[config.mk]
export PLATFORM = sky130hd
export DESIGN_NAME = keypad_mouse_emulator_unit
export DESIGN_NICKNAME = d
export VERILOG_FILES = /design/src/rtl/core/kme_pkg.sv /design/src/rtl/core/kme_speed_unit.sv /design/src/rtl/core/kme_axis_clamp.sv /design/src/rtl/core/keypad_mouse_emulator_unit.sv
export SDC_FILE = /design/constraint.sdc
export NUM_CORES = 2
export LEC_CHECK = 0
export BUFFER_PORTS_ARGS = -buffer_cell sky130_fd_sc_hd__buf_2
export CORE_MARGIN = 3
export CORE_UTILIZATION = 30
export CTS_CLUSTER_DIAMETER = 200
export DETAILED_ROUTE_END_ITERATION = 16
export GPL_ROUTABILITY_DRIVEN = 0
export MAX_ROUTING_LAYER = met4
export PLACE_DENSITY = 0.49
export SYNTH_ARGS = -nofsm -noshare
export SYNTH_HDL_FRONTEND = slang
export SYNTH_SLANG_ARGS = --single-unit
[constraint.sdc]
create_clock -name clock -period 13.34 [get_ports clock]
set_clock_uncertainty 0.1 [all_clocks]
set_input_delay 1.334 -clock clock [delete_from_list [all_inputs] [get_ports clock]]
set_output_delay 1.334 -clock clock [all_outputs]
set_load 0.01 [all_outputs]
[src/rtl/core/kme_pkg.sv]
`timescale 1ns / 1ps
`default_nettype none
// Shared widths, field codes and register indexes of the keypad mouse emulator.
// No dependencies; the RTL files use these by scoped name, the bench imports them.
package kme_pkg;

   localparam int TICK_BITS  = 16;
   localparam int DIGIT_BITS = 4;
   localparam int MAC_STEPS  = (TICK_BITS + DIGIT_BITS - 1) / DIGIT_BITS;
   localparam int STEP_W     = $clog2(MAC_STEPS);
   localparam int NSH_W      = MAC_STEPS * DIGIT_BITS;
   localparam int COEF_W     = 48;
   localparam int ACC_W      = COEF_W + 2 * TICK_BITS + 2;
   localparam int FRAC_SHIFT = 16;
   localparam int SPEED_W    = 32;
   localparam int SAT_LSB    = FRAC_SHIFT + SPEED_W - 1;
   localparam int LIMIT_W    = 31;
   localparam int CSR_IDX_W  = 3;
   localparam int REQ_DATA_W = 8;
   localparam int RSP_DATA_W = 72;

   localparam logic [SPEED_W-1:0] SPEED_MAX = {1'b0, {(SPEED_W-1){1'b1}}};
   localparam logic [SPEED_W-1:0] SPEED_MIN = {1'b1, {(SPEED_W-1){1'b0}}};

   localparam logic [CSR_IDX_W-1:0] CSR_QUAD  = 3'd0;
   localparam logic [CSR_IDX_W-1:0] CSR_LIN   = 3'd1;
   localparam logic [CSR_IDX_W-1:0] CSR_CONST = 3'd2;
   localparam logic [CSR_IDX_W-1:0] CSR_MAX_X = 3'd3;
   localparam logic [CSR_IDX_W-1:0] CSR_MAX_Y = 3'd4;

   localparam logic MODE_TICK = 1'b1;

   localparam logic [3:0] ACT_UP         = 4'd3;
   localparam logic [3:0] ACT_CLICK      = 4'd4;
   localparam logic [3:0] ACT_DOUBLE     = 4'd5;
   localparam logic [3:0] ACT_DRAG_START = 4'd6;
   localparam logic [3:0] ACT_DRAG_END   = 4'd7;
   localparam logic [3:0] ACT_PRIMARY    = 4'd8;
   localparam logic [3:0] ACT_TERTIARY   = 4'd9;
   localparam logic [3:0] ACT_SECONDARY  = 4'd10;

   localparam logic [1:0] EV_UP     = 2'd0;
   localparam logic [1:0] EV_DOWN   = 2'd1;
   localparam logic [1:0] EV_REPEAT = 2'd2;

   localparam logic [1:0] KIND_STATUS  = 2'd0;
   localparam logic [1:0] KIND_MOTION  = 2'd1;
   localparam logic [1:0] KIND_PRESS   = 2'd2;
   localparam logic [1:0] KIND_RELEASE = 2'd3;

   localparam logic [2:0] BTN_PRIMARY   = 3'd1;
   localparam logic [2:0] BTN_SECONDARY = 3'd2;
   localparam logic [2:0] BTN_TERTIARY  = 3'd4;

endpackage
`default_nettype wire

[src/rtl/core/kme_speed_unit.sv]
`timescale 1ns / 1ps
`default_nettype none
// Digit-serial speed unit: evaluates (Q*n + L)*n + C in two shift-add passes
// over the tick count, then floors to Q16.16 and saturates. Uses kme_pkg.
module kme_speed_unit (
   input  logic                              clock,
   input  logic                              reset,
   input  logic                              start,
   input  logic [kme_pkg::TICK_BITS-1:0]     ticks,
   input  logic [kme_pkg::COEF_W-1:0]        quad_coef,
   input  logic [kme_pkg::COEF_W-1:0]        lin_coef,
   input  logic [kme_pkg::COEF_W-1:0]        const_coef,
   output logic                              done,
   output logic [kme_pkg::SPEED_W-1:0]       speed
);

   typedef enum logic [1:0] {ST_IDLE, ST_PASS1, ST_PASS2, ST_FINISH} state_type;

   state_type                         state_ff, state_in;
   logic                              done_ff, done_in;
   logic [kme_pkg::STEP_W-1:0]        step_ff, step_in;
   logic [kme_pkg::NSH_W-1:0]         nsh_ff, nsh_in;
   logic [kme_pkg::TICK_BITS-1:0]     ticks_ff, ticks_in;
   logic [kme_pkg::ACC_W-1:0]         acc_ff, acc_in, mcand_ff, mcand_in, acc_sum;
   logic [kme_pkg::SPEED_W-1:0]       speed_ff, speed_in;
   logic [kme_pkg::ACC_W-kme_pkg::SAT_LSB-1:0] top_bits;
   logic                              last_step, fits;

   assign acc_sum   = acc_ff + mcand_ff
                      * kme_pkg::ACC_W'(nsh_ff[kme_pkg::DIGIT_BITS-1:0]);
   assign last_step = (step_ff == kme_pkg::STEP_W'(kme_pkg::MAC_STEPS - 1));
   assign top_bits  = acc_ff[kme_pkg::ACC_W-1:kme_pkg::SAT_LSB];
   assign fits      = (&top_bits) || !(|top_bits);

   always_comb begin
      state_in = state_ff;
      done_in  = 1'b0;
      step_in  = step_ff;
      nsh_in   = nsh_ff;
      ticks_in = ticks_ff;
      acc_in   = acc_ff;
      mcand_in = mcand_ff;
      speed_in = speed_ff;
      case (state_ff)
         ST_IDLE: begin
            if (start) begin
               ticks_in = ticks;
               nsh_in   = kme_pkg::NSH_W'(ticks);
               acc_in   = kme_pkg::ACC_W'($signed(lin_coef));
               mcand_in = kme_pkg::ACC_W'($signed(quad_coef));
               step_in  = '0;
               state_in = ST_PASS1;
            end
         end
         ST_PASS1: begin
            acc_in   = acc_sum;
            mcand_in = mcand_ff << kme_pkg::DIGIT_BITS;
            nsh_in   = nsh_ff >> kme_pkg::DIGIT_BITS;
            step_in  = step_ff + kme_pkg::STEP_W'(1);
            if (last_step) begin
               mcand_in = acc_sum;
               acc_in   = kme_pkg::ACC_W'($signed(const_coef));
               nsh_in   = kme_pkg::NSH_W'(ticks_ff);
               step_in  = '0;
               state_in = ST_PASS2;
            end
         end
         ST_PASS2: begin
            acc_in   = acc_sum;
            mcand_in = mcand_ff << kme_pkg::DIGIT_BITS;
            nsh_in   = nsh_ff >> kme_pkg::DIGIT_BITS;
            step_in  = step_ff + kme_pkg::STEP_W'(1);
            if (last_step) begin
               state_in = ST_FINISH;
            end
         end
         ST_FINISH: begin
            if (fits) begin
               speed_in = acc_ff[kme_pkg::SAT_LSB:kme_pkg::FRAC_SHIFT];
            end else if (acc_ff[kme_pkg::ACC_W-1]) begin
               speed_in = kme_pkg::SPEED_MIN;
            end else begin
               speed_in = kme_pkg::SPEED_MAX;
            end
            done_in  = 1'b1;
            state_in = ST_IDLE;
         end
         default: state_in = ST_IDLE;
      endcase
   end

   always_ff @(posedge clock) begin
      if (reset) begin
         state_ff <= ST_IDLE;
         done_ff  <= 1'b0;
         step_ff  <= '0;
      end else begin
         state_ff <= state_in;
         done_ff  <= done_in;
         step_ff  <= step_in;
      end
   end

   always_ff @(posedge clock) begin
      nsh_ff   <= nsh_in;
      ticks_ff <= ticks_in;
      acc_ff   <= acc_in;
      mcand_ff <= mcand_in;
      speed_ff <= speed_in;
   end

   assign done  = done_ff;
   assign speed = speed_ff;

endmodule
`default_nettype wire

[src/rtl/core/kme_axis_clamp.sv]
`timescale 1ns / 1ps
`default_nettype none
// One pointer axis: cancels opposite directions, applies the sign, clamps to
// the axis limit or to the signed 32-bit range. Uses kme_pkg.
module kme_axis_clamp (
   input  logic [kme_pkg::SPEED_W-1:0] speed,
   input  logic                        dir_neg,
   input  logic                        dir_pos,
   input  logic [kme_pkg::LIMIT_W-1:0] limit,
   output logic [kme_pkg::SPEED_W-1:0] disp
);

   logic                        moving, neg_out;
   logic [kme_pkg::SPEED_W-1:0] mag_abs, mag, limit_ext;

   assign moving    = dir_neg ^ dir_pos;
   assign mag_abs   = speed[kme_pkg::SPEED_W-1] ? (~speed + kme_pkg::SPEED_W'(1)) : speed;
   assign limit_ext = kme_pkg::SPEED_W'(limit);
   assign neg_out   = moving && (dir_pos ? speed[kme_pkg::SPEED_W-1]
                                         : (!speed[kme_pkg::SPEED_W-1] && (speed != '0)));

   always_comb begin
      mag = moving ? mag_abs : '0;
      if (limit != '0) begin
         if (mag > limit_ext) mag = limit_ext;
      end else if (!neg_out && (mag > kme_pkg::SPEED_MAX)) begin
         mag = kme_pkg::SPEED_MAX;
      end
   end

   assign disp = neg_out ? (~mag + kme_pkg::SPEED_W'(1)) : mag;

endmodule
`default_nettype wire

[src/rtl/core/keypad_mouse_emulator_unit.sv]
`timescale 1ns / 1ps
`default_nettype none
// Tick with motion active: kme_speed_unit runs its two digit-serial passes, the clamped
//   dx/dy are registered, and S_MOVE loads them once the output register is free.
// Key event: after the accept, S_EMIT loads one result a cycle while the output is free;
//   next word taken once the last result sits in the output register.
// Synchronous active-high reset clears the control state, the output valid flag and
//   the CSRs, selects the primary button; data registers are not reset; no clearing pass.
module keypad_mouse_emulator_unit (
   input  logic                              clock,
   input  logic                              reset,
   input  logic                              req_tvalid,
   output logic                              req_tready,
   input  logic [kme_pkg::REQ_DATA_W-1:0]    req_tdata,  // action[3:0], key_event[5:4], pad
   input  logic                              req_tuser,  // mode
   output logic                              rsp_tvalid,
   input  logic                              rsp_tready,
   output logic [kme_pkg::RSP_DATA_W-1:0]    rsp_tdata,  // consumed, buttons[3:1],
                                                         // dx[35:4], dy[67:36], pad
   output logic [1:0]                        rsp_tuser,  // kind
   output logic                              rsp_tlast,
   input  logic                              csr_we,
   input  logic [kme_pkg::CSR_IDX_W-1:0]     csr_index,
   input  logic [kme_pkg::COEF_W-1:0]        csr_wdata
);

   typedef enum logic [1:0] {S_IDLE, S_CALC, S_MOVE, S_EMIT} state_type;
   typedef enum logic [1:0] {SEQ_STATUS, SEQ_ALT, SEQ_PRESS, SEQ_RELEASE} seq_type;

   state_type                     state_ff, state_in;
   seq_type                       seq_mode_ff, seq_mode_in;
   logic [2:0]                    seq_left_ff, seq_left_in;
   logic                          seq_phase_ff, seq_phase_in;
   logic                          seq_cons_ff, seq_cons_in;
   logic [3:0]                    held_ff, held_in;
   logic                          motion_ff, motion_in;
   logic [kme_pkg::TICK_BITS-1:0] elapsed_ff, elapsed_in;
   logic [2:0]                    sel_ff, sel_in;
   logic                          drag_ff, drag_in;
   logic [2:0]                    press_btn_ff, press_btn_in, move_btn_ff, move_btn_in;
   logic [kme_pkg::SPEED_W-1:0]   dx_ff, dx_in, dy_ff, dy_in;

   logic [kme_pkg::COEF_W-1:0]    quad_ff, lin_ff, const_ff;
   logic [kme_pkg::LIMIT_W-1:0]   max_x_ff, max_y_ff;

   logic                          rsp_valid_ff, rsp_valid_in;
   logic [1:0]                    rsp_kind_ff, rsp_kind_in;
   logic                          rsp_cons_ff, rsp_cons_in;
   logic [2:0]                    rsp_btn_ff, rsp_btn_in;
   logic [kme_pkg::SPEED_W-1:0]   rsp_dx_ff, rsp_dx_in, rsp_dy_ff, rsp_dy_in;
   logic                          rsp_last_ff, rsp_last_in;

   logic                          req_accept, out_free, spd_start, spd_done, seq_last;
   logic [3:0]                    req_action, dir_bit;
   logic [1:0]                    req_event;
   logic [kme_pkg::SPEED_W-1:0]   spd_speed, axis_x, axis_y;

   assign req_action = req_tdata[3:0];
   assign req_event  = req_tdata[5:4];
   assign dir_bit    = 4'b0001 << req_action[1:0];
   assign req_tready = (state_ff == S_IDLE);
   assign req_accept = req_tvalid && req_tready;
   assign out_free   = !rsp_valid_ff || rsp_tready;
   assign seq_last   = (seq_left_ff == 3'd1);

   kme_speed_unit u_speed (
      .clock      (clock),
      .reset      (reset),
      .start      (spd_start),
      .ticks      (elapsed_ff),
      .quad_coef  (quad_ff),
      .lin_coef   (lin_ff),
      .const_coef (const_ff),
      .done       (spd_done),
      .speed      (spd_speed)
   );

   kme_axis_clamp u_axis_x (
      .speed   (spd_speed),
      .dir_neg (held_ff[1]),
      .dir_pos (held_ff[2]),
      .limit   (max_x_ff),
      .disp    (axis_x)
   );

   kme_axis_clamp u_axis_y (
      .speed   (spd_speed),
      .dir_neg (held_ff[3]),
      .dir_pos (held_ff[0]),
      .limit   (max_y_ff),
      .disp    (axis_y)
   );

   always_comb begin
      state_in     = state_ff;
      seq_mode_in  = seq_mode_ff;
      seq_left_in  = seq_left_ff;
      seq_phase_in = seq_phase_ff;
      seq_cons_in  = seq_cons_ff;
      held_in      = held_ff;
      motion_in    = motion_ff;
      elapsed_in   = elapsed_ff;
      sel_in       = sel_ff;
      drag_in      = drag_ff;
      press_btn_in = press_btn_ff;
      move_btn_in  = move_btn_ff;
      dx_in        = dx_ff;
      dy_in        = dy_ff;
      rsp_valid_in = rsp_valid_ff && !rsp_tready;
      rsp_kind_in  = rsp_kind_ff;
      rsp_cons_in  = rsp_cons_ff;
      rsp_btn_in   = rsp_btn_ff;
      rsp_dx_in    = rsp_dx_ff;
      rsp_dy_in    = rsp_dy_ff;
      rsp_last_in  = rsp_last_ff;
      spd_start    = 1'b0;
      case (state_ff)
         S_IDLE: begin
            if (req_accept) begin
               if (req_tuser == kme_pkg::MODE_TICK) begin
                  if (motion_ff) begin
                     spd_start   = 1'b1;
                     move_btn_in = drag_ff ? sel_ff : 3'd0;
                     state_in    = S_CALC;
                  end
               end else begin
                  seq_mode_in  = SEQ_STATUS;
                  seq_left_in  = 3'd1;
                  seq_phase_in = 1'b0;
                  seq_cons_in  = 1'b1;
                  press_btn_in = sel_ff;
                  state_in     = S_EMIT;
                  if (req_action <= kme_pkg::ACT_UP) begin
                     case (req_event)
                        kme_pkg::EV_DOWN: begin
                           held_in = held_ff | dir_bit;
                           if (!motion_ff) begin
                              motion_in  = 1'b1;
                              elapsed_in = '0;
                           end
                        end
                        kme_pkg::EV_UP: begin
                           held_in = held_ff & ~dir_bit;
                           if (held_in == 4'd0) motion_in = 1'b0;
                        end
                        kme_pkg::EV_REPEAT: seq_cons_in = 1'b1;
                        default: seq_cons_in = 1'b0;
                     endcase
                  end else if (req_action > kme_pkg::ACT_SECONDARY) begin
                     seq_cons_in = 1'b0;
                  end else if (req_event == kme_pkg::EV_DOWN
                               || req_event == kme_pkg::EV_REPEAT) begin
                     seq_cons_in = 1'b1;
                  end else begin
                     drag_in = 1'b0;
                     case (req_action)
                        kme_pkg::ACT_CLICK: begin
                           seq_mode_in = SEQ_ALT;
                           seq_left_in = 3'd2;
                        end
                        kme_pkg::ACT_DOUBLE: begin
                           seq_mode_in = SEQ_ALT;
                           seq_left_in = 3'd4;
                        end
                        kme_pkg::ACT_DRAG_START: begin
                           seq_mode_in = SEQ_PRESS;
                           drag_in     = 1'b1;
                        end
                        kme_pkg::ACT_DRAG_END: seq_mode_in = SEQ_RELEASE;
                        kme_pkg::ACT_PRIMARY: begin
                           sel_in      = kme_pkg::BTN_PRIMARY;
                           seq_mode_in = SEQ_RELEASE;
                        end
                        kme_pkg::ACT_TERTIARY: begin
                           sel_in      = kme_pkg::BTN_TERTIARY;
                           seq_mode_in = SEQ_RELEASE;
                        end
                        default: begin
                           sel_in      = kme_pkg::BTN_SECONDARY;
                           seq_mode_in = SEQ_RELEASE;
                        end
                     endcase
                  end
               end
            end
         end
         S_CALC: begin
            if (spd_done) begin
               dx_in    = axis_x;
               dy_in    = axis_y;
               state_in = S_MOVE;
            end
         end
         S_MOVE: begin
            if (out_free) begin
               rsp_valid_in = 1'b1;
               rsp_kind_in  = kme_pkg::KIND_MOTION;
               rsp_cons_in  = 1'b0;
               rsp_btn_in   = move_btn_ff;
               rsp_dx_in    = dx_ff;
               rsp_dy_in    = dy_ff;
               rsp_last_in  = 1'b1;
               if (dx_ff == '0 && dy_ff == '0) begin
                  elapsed_in = kme_pkg::TICK_BITS'(1);
               end else if (!(&elapsed_ff)) begin
                  elapsed_in = elapsed_ff + kme_pkg::TICK_BITS'(1);
               end
               state_in = S_IDLE;
            end
         end
         S_EMIT: begin
            if (out_free) begin
               rsp_valid_in = 1'b1;
               rsp_cons_in  = seq_cons_ff;
               rsp_dx_in    = '0;
               rsp_dy_in    = '0;
               rsp_last_in  = seq_last;
               case (seq_mode_ff)
                  SEQ_PRESS: begin
                     rsp_kind_in = kme_pkg::KIND_PRESS;
                     rsp_btn_in  = press_btn_ff;
                  end
                  SEQ_RELEASE: begin
                     rsp_kind_in = kme_pkg::KIND_RELEASE;
                     rsp_btn_in  = 3'd0;
                  end
                  SEQ_ALT: begin
                     rsp_kind_in = seq_phase_ff ? kme_pkg::KIND_RELEASE : kme_pkg::KIND_PRESS;
                     rsp_btn_in  = seq_phase_ff ? 3'd0 : press_btn_ff;
                  end
                  default: begin
                     rsp_kind_in = kme_pkg::KIND_STATUS;
                     rsp_btn_in  = 3'd0;
                  end
               endcase
               seq_phase_in = !seq_phase_ff;
               seq_left_in  = seq_left_ff - 3'd1;
               if (seq_last) state_in = S_IDLE;
            end
         end
         default: state_in = S_IDLE;
      endcase
   end

   always_ff @(posedge clock) begin
      if (reset) begin
         state_ff     <= S_IDLE;
         seq_mode_ff  <= SEQ_STATUS;
         seq_left_ff  <= 3'd0;
         seq_phase_ff <= 1'b0;
         seq_cons_ff  <= 1'b0;
         held_ff      <= 4'd0;
         motion_ff    <= 1'b0;
         elapsed_ff   <= '0;
         sel_ff       <= kme_pkg::BTN_PRIMARY;
         drag_ff      <= 1'b0;
         rsp_valid_ff <= 1'b0;
      end else begin
         state_ff     <= state_in;
         seq_mode_ff  <= seq_mode_in;
         seq_left_ff  <= seq_left_in;
         seq_phase_ff <= seq_phase_in;
         seq_cons_ff  <= seq_cons_in;
         held_ff      <= held_in;
         motion_ff    <= motion_in;
         elapsed_ff   <= elapsed_in;
         sel_ff       <= sel_in;
         drag_ff      <= drag_in;
         rsp_valid_ff <= rsp_valid_in;
      end
   end

   always_ff @(posedge clock) begin
      press_btn_ff <= press_btn_in;
      move_btn_ff  <= move_btn_in;
      dx_ff        <= dx_in;
      dy_ff        <= dy_in;
      rsp_kind_ff  <= rsp_kind_in;
      rsp_cons_ff  <= rsp_cons_in;
      rsp_btn_ff   <= rsp_btn_in;
      rsp_dx_ff    <= rsp_dx_in;
      rsp_dy_ff    <= rsp_dy_in;
      rsp_last_ff  <= rsp_last_in;
   end

   always_ff @(posedge clock) begin
      if (reset) begin
         quad_ff  <= '0;
         lin_ff   <= '0;
         const_ff <= '0;
         max_x_ff <= '0;
         max_y_ff <= '0;
      end else if (csr_we) begin
         case (csr_index)
            kme_pkg::CSR_QUAD:  quad_ff  <= csr_wdata;
            kme_pkg::CSR_LIN:   lin_ff   <= csr_wdata;
            kme_pkg::CSR_CONST: const_ff <= csr_wdata;
            kme_pkg::CSR_MAX_X: max_x_ff <= csr_wdata[kme_pkg::LIMIT_W-1:0];
            kme_pkg::CSR_MAX_Y: max_y_ff <= csr_wdata[kme_pkg::LIMIT_W-1:0];
            default: ;
         endcase
      end
   end

   assign rsp_tvalid = rsp_valid_ff;
   assign rsp_tdata  = {4'b0000, rsp_dy_ff, rsp_dx_ff, rsp_btn_ff, rsp_cons_ff};
   assign rsp_tuser  = rsp_kind_ff;
   assign rsp_tlast  = rsp_last_ff;

   a_motion_held: assert property (@(posedge clock) disable iff (reset)
      motion_ff == (held_ff != 4'd0))
      else $error("motion flag out of step with held directions");

   a_done_in_calc: assert property (@(posedge clock) disable iff (reset)
      spd_done |-> state_ff == S_CALC)
      else $error("speed result arrived outside calculation");

   a_emit_count: assert property (@(posedge clock) disable iff (reset)
      state_ff == S_EMIT |-> seq_left_ff != 3'd0)
      else $error("emit sequence with no word left");

   a_move_word: assert property (@(posedge clock) disable iff (reset)
      (state_ff == S_MOVE && out_free) |=> (rsp_tvalid && rsp_tlast && elapsed_ff != '0))
      else $error("motion word not loaded or tick count not advanced");

endmodule
`default_nettype wire

==> results by group <==
Run status
  – Status: completed

Setup path
  – Crit-path cells: nor4_2, nand4_1, or3_1, o31ai_1, xor2_1, nor2_1, ha_1, nand3_1, nor4_1, nand3_1, o21a_1, nor3_1, buf_4, nor2_2, buf_4, a21o_1, inv_1, ha_1, o311a_2, o211ai_4, or4_1, or3_4, o41ai_2, xnor2_1
  – Setup CP Type: reg -> reg
  – Reg2reg path depth: 24
  – Max incr delay on CP: 0.70 ns
  – Worst R2R Setup Slack: 5.31 ns
  – Crit path buf inv count: 3
  – Critical Path RT: 13.66 ns
  – Worst Setup End Kind: register
  – RR Startpoint: u_speed.speed[6]
  – Delay-heaviest family, CP: simple AND/OR/NAND/NOR gates
  – Startpoint types: register
  – Slowest cell on the critical path: or4_1
  – WP data arrival: 8.36 ns
  – CP Max Fanout: 30
  – Reg-to-Reg End: dx_ff[30]

CTS
  – Post-CTS setup buffer count: 0
  – TritonCTS clock tree: yes
  – Clock-pin slew on the worst setup and hold paths: 0.06 ns
  – CTS sink count: 615
  – Post-cts sizing count: 0
  – Num CTS Buffers: 77
  – Clock latency at the later pin of the worst-skew pair: 0.69 ns
  – Count of hold-fix buffers inserted at cts: 0
  – Longest Clk Path Bufs: 3
  – H-tree depth: 3
  – Root Driver: clkbuf_16

STA
  – Slew at the pin closest to its max-slew limit: 1.29 ns
  – Final period utilization: 60.2%
  – Max-slew headroom: 13.9%
  – Setup TNS: 0 ns
  – Final setup viols: 0
  – Fmax: 124 MHz
  – Fin. max-slew vios: 0
  – Final hold violation count: 0
  – Hold WS: 0.350 ns
  – RSZ-0062 raised after global routing: no
  – Post-layout min period: 8.03 ns

Drt
  – Met3 WL: 8430 µm
  – Post-Route WL: 141000 µm
  – Top sig layer: met4
  – DRT Pass-1 Iters: 7
  – Initial drt markers: 2928
  – Wl on met1: 65500 µm
  – Detail Route Antenna Nets: 0
  – Routed wire per std cell: 20.2 µm
  – DRC: 0
  – DR vias/cell: 5.12
  – DR WL met2: 63000 µm
  – Via count: 35600

Die
  – # rows: 139
  – Die Wd: 387 µm
  – Height of the die: 387 µm
  – Core area: 144000 µm²
  – Die Area: 150000 µm²
  – Initial Util: 30.3%
  – I/O pins: 142

Placed design
  – Dpl hpwl: 102000 µm
  – DP Area: 46100 µm²
  – Port bufs: 135

Logic synthesis
  – Yosys top cell by area: edfxtp_1
  – Synth unique cells: 81
  – Synthesized cell area: 43600 µm²
  – Cells after Synth: 4997
  – Register area share after synthesis: 36.7%
  – Post-synth EDFFs: 369
  – Seq cells post-synth: 615
  – Avg Inst Size Synth: 8.72 µm²
  – Top post-synthesis cells by area: edfxtp_1, dfxtp_1, fa_1
  – Synth top cells by count: nand2_1, a21oi_1, inv_1, and2_1, edfxtp_1
  – Top FF cell, synth: edfxtp_1
  – Count leader, synth: nand2_1
  – Synth async-reset ratio: 0%
  – Synth warn: 0
  – Share of the synthesized area in the top cell type: 25.4%

GRT
  – First-pass GRT wire length: 217000 µm
  – Global Route Usage Sum: 19.0%
  – GRT overflow: 0
  – Largest net degree at the start of global routing: 109
  – Vias in the first global route: 34900
  – Initial antenna violation count: 9

Layout
  – Layout cells sized above 1: 7.56%
  – Area Growth Syn to Fin: 11.3%
  – Final instance area: 48500 µm²
  – Total Nets Final: 5442
  – # fillers: 15100

Worst hold path
  – WHS Path Cells: 2
  – Hold Path Sink: quad_ff[45]
  – HP Start: quad_ff[45]
  – Hold crit path type: reg -> reg

Flow run
  – Max_cap viols: 0
[worst min-delay path: cells and delay by family (launching register included)]
kind / cells / cell delay, ns
and+or+nand+nor: 1 / 0.05
DFF: 1 / 0.30
AOI/OAI and AO/OA: 1 / 0.05
[cells in the final DEF, fill, tap and decap left out, drive strengths merged, types with 103 or more instances in the layout]
master  count
ha        166
edfxtp    369
xnor2     103
nor2      336
buf       193
nand2     606
o21ai     200
inv       517
clkbuf    108
a21oi     590
and2      375
dfxtp     246
fa        236
[worst max path at each step]
| stage | slack, ns | depth (start not counted) | from | to |
|---|---|---|---|---|
| final | 5.31 | 24 | u_speed.speed[6] | dx_ff[30] |
| after CTS | 5.43 | 24 | u_speed.speed[6] | dx_ff[30] |
| after detailed placement | 5.43 | 24 | u_speed.speed[6] | dx_ff[30] |
| after floorplan | 5.60 | 29 | u_speed.speed[12] | dy_ff[28] |
| after global routing | 4.75 | 24 | u_speed.speed[6] | dx_ff[30] |
| after global placement | 5.59 | 24 | u_speed.speed[6] | dx_ff[30] |
[through the flow]
stage / util (%) / worst slack, ns / cells
floorplan: - / 5.60 / 5000
global placement: 32.0 / 5.59 / 6799
detailed placement: 32.0 / 5.43 / 6799
CTS: 33.7 / 5.43 / 6940
global route: 33.7 / 4.75 / 6943
finish: 33.7 / 5.31 / 6945
[sequential cells by signal, summed over array words and instances (netlist names), 3 cells and up, named ones only]
register and count:
const_ff 48, dx_ff 32, dy_ff 32, elapsed_ff 16
lin_ff 48, max_x_ff 31, max_y_ff 31, move_btn_ff 3
press_btn_ff 3, quad_ff 48, rsp_btn_ff 3, rsp_dx_ff 32
rsp_dy_ff 32, sel_ff 3, seq_left_ff 3, u_speed.acc_ff 82
u_speed.mcand_ff 82, u_speed.nsh_ff 16, u_speed.speed 32, u_speed.ticks_ff 16
[metal layers]
| layer | track usage, % | up-vias |
|---|---|---|
| met2 | 29.0 | 988 |
| met3 | 3.28 | 180 |
| met4 | 5.17 | 0 |
| met5 | - | - |
| met1 | 26.1 | 17400 |
| li1 | - | 17000 |
[final cells by class]
| type | count | area [µm²] | area share [%] |
|---|---|---|---|
| multi-input combinational | 3574 | 24600 | 50.8 |
| sequential | 615 | 16000 | 33.0 |
| tap | 1903 | 2380 | 4.91 |
| clock buffer | 107 | 2090 | 4.31 |
| inverter | 513 | 1930 | 3.99 |
| timing repair buffer | 194 | 1130 | 2.32 |
| clock inverter | 34 | 330 | 0.681 |
| antenna | 5 | 12.5 | 0.0258 |
[cell families (layout without fill, tap and decap cells)]
family / after synthesis / count (layout) / share of synthesized area (%)
adders and majority gates: 402 / 402 / 15.6
AOI/OAI and AO/OA: 1212 / 1212 / 16.6
buffers and inverters: 811 / 848 / 7.04
muxes: 38 / 38 / 0.939
and+or+nand+nor: 1738 / 1738 / 19.5
xor gates and xnor gates: 180 / 180 / 3.62
DFF: 615 / 615 / 36.7
other: 1 / 9 / 0.00860
Power is not shown: default switching activity piles up to over one toggle a cycle in this logic, so the estimate is an artifact.
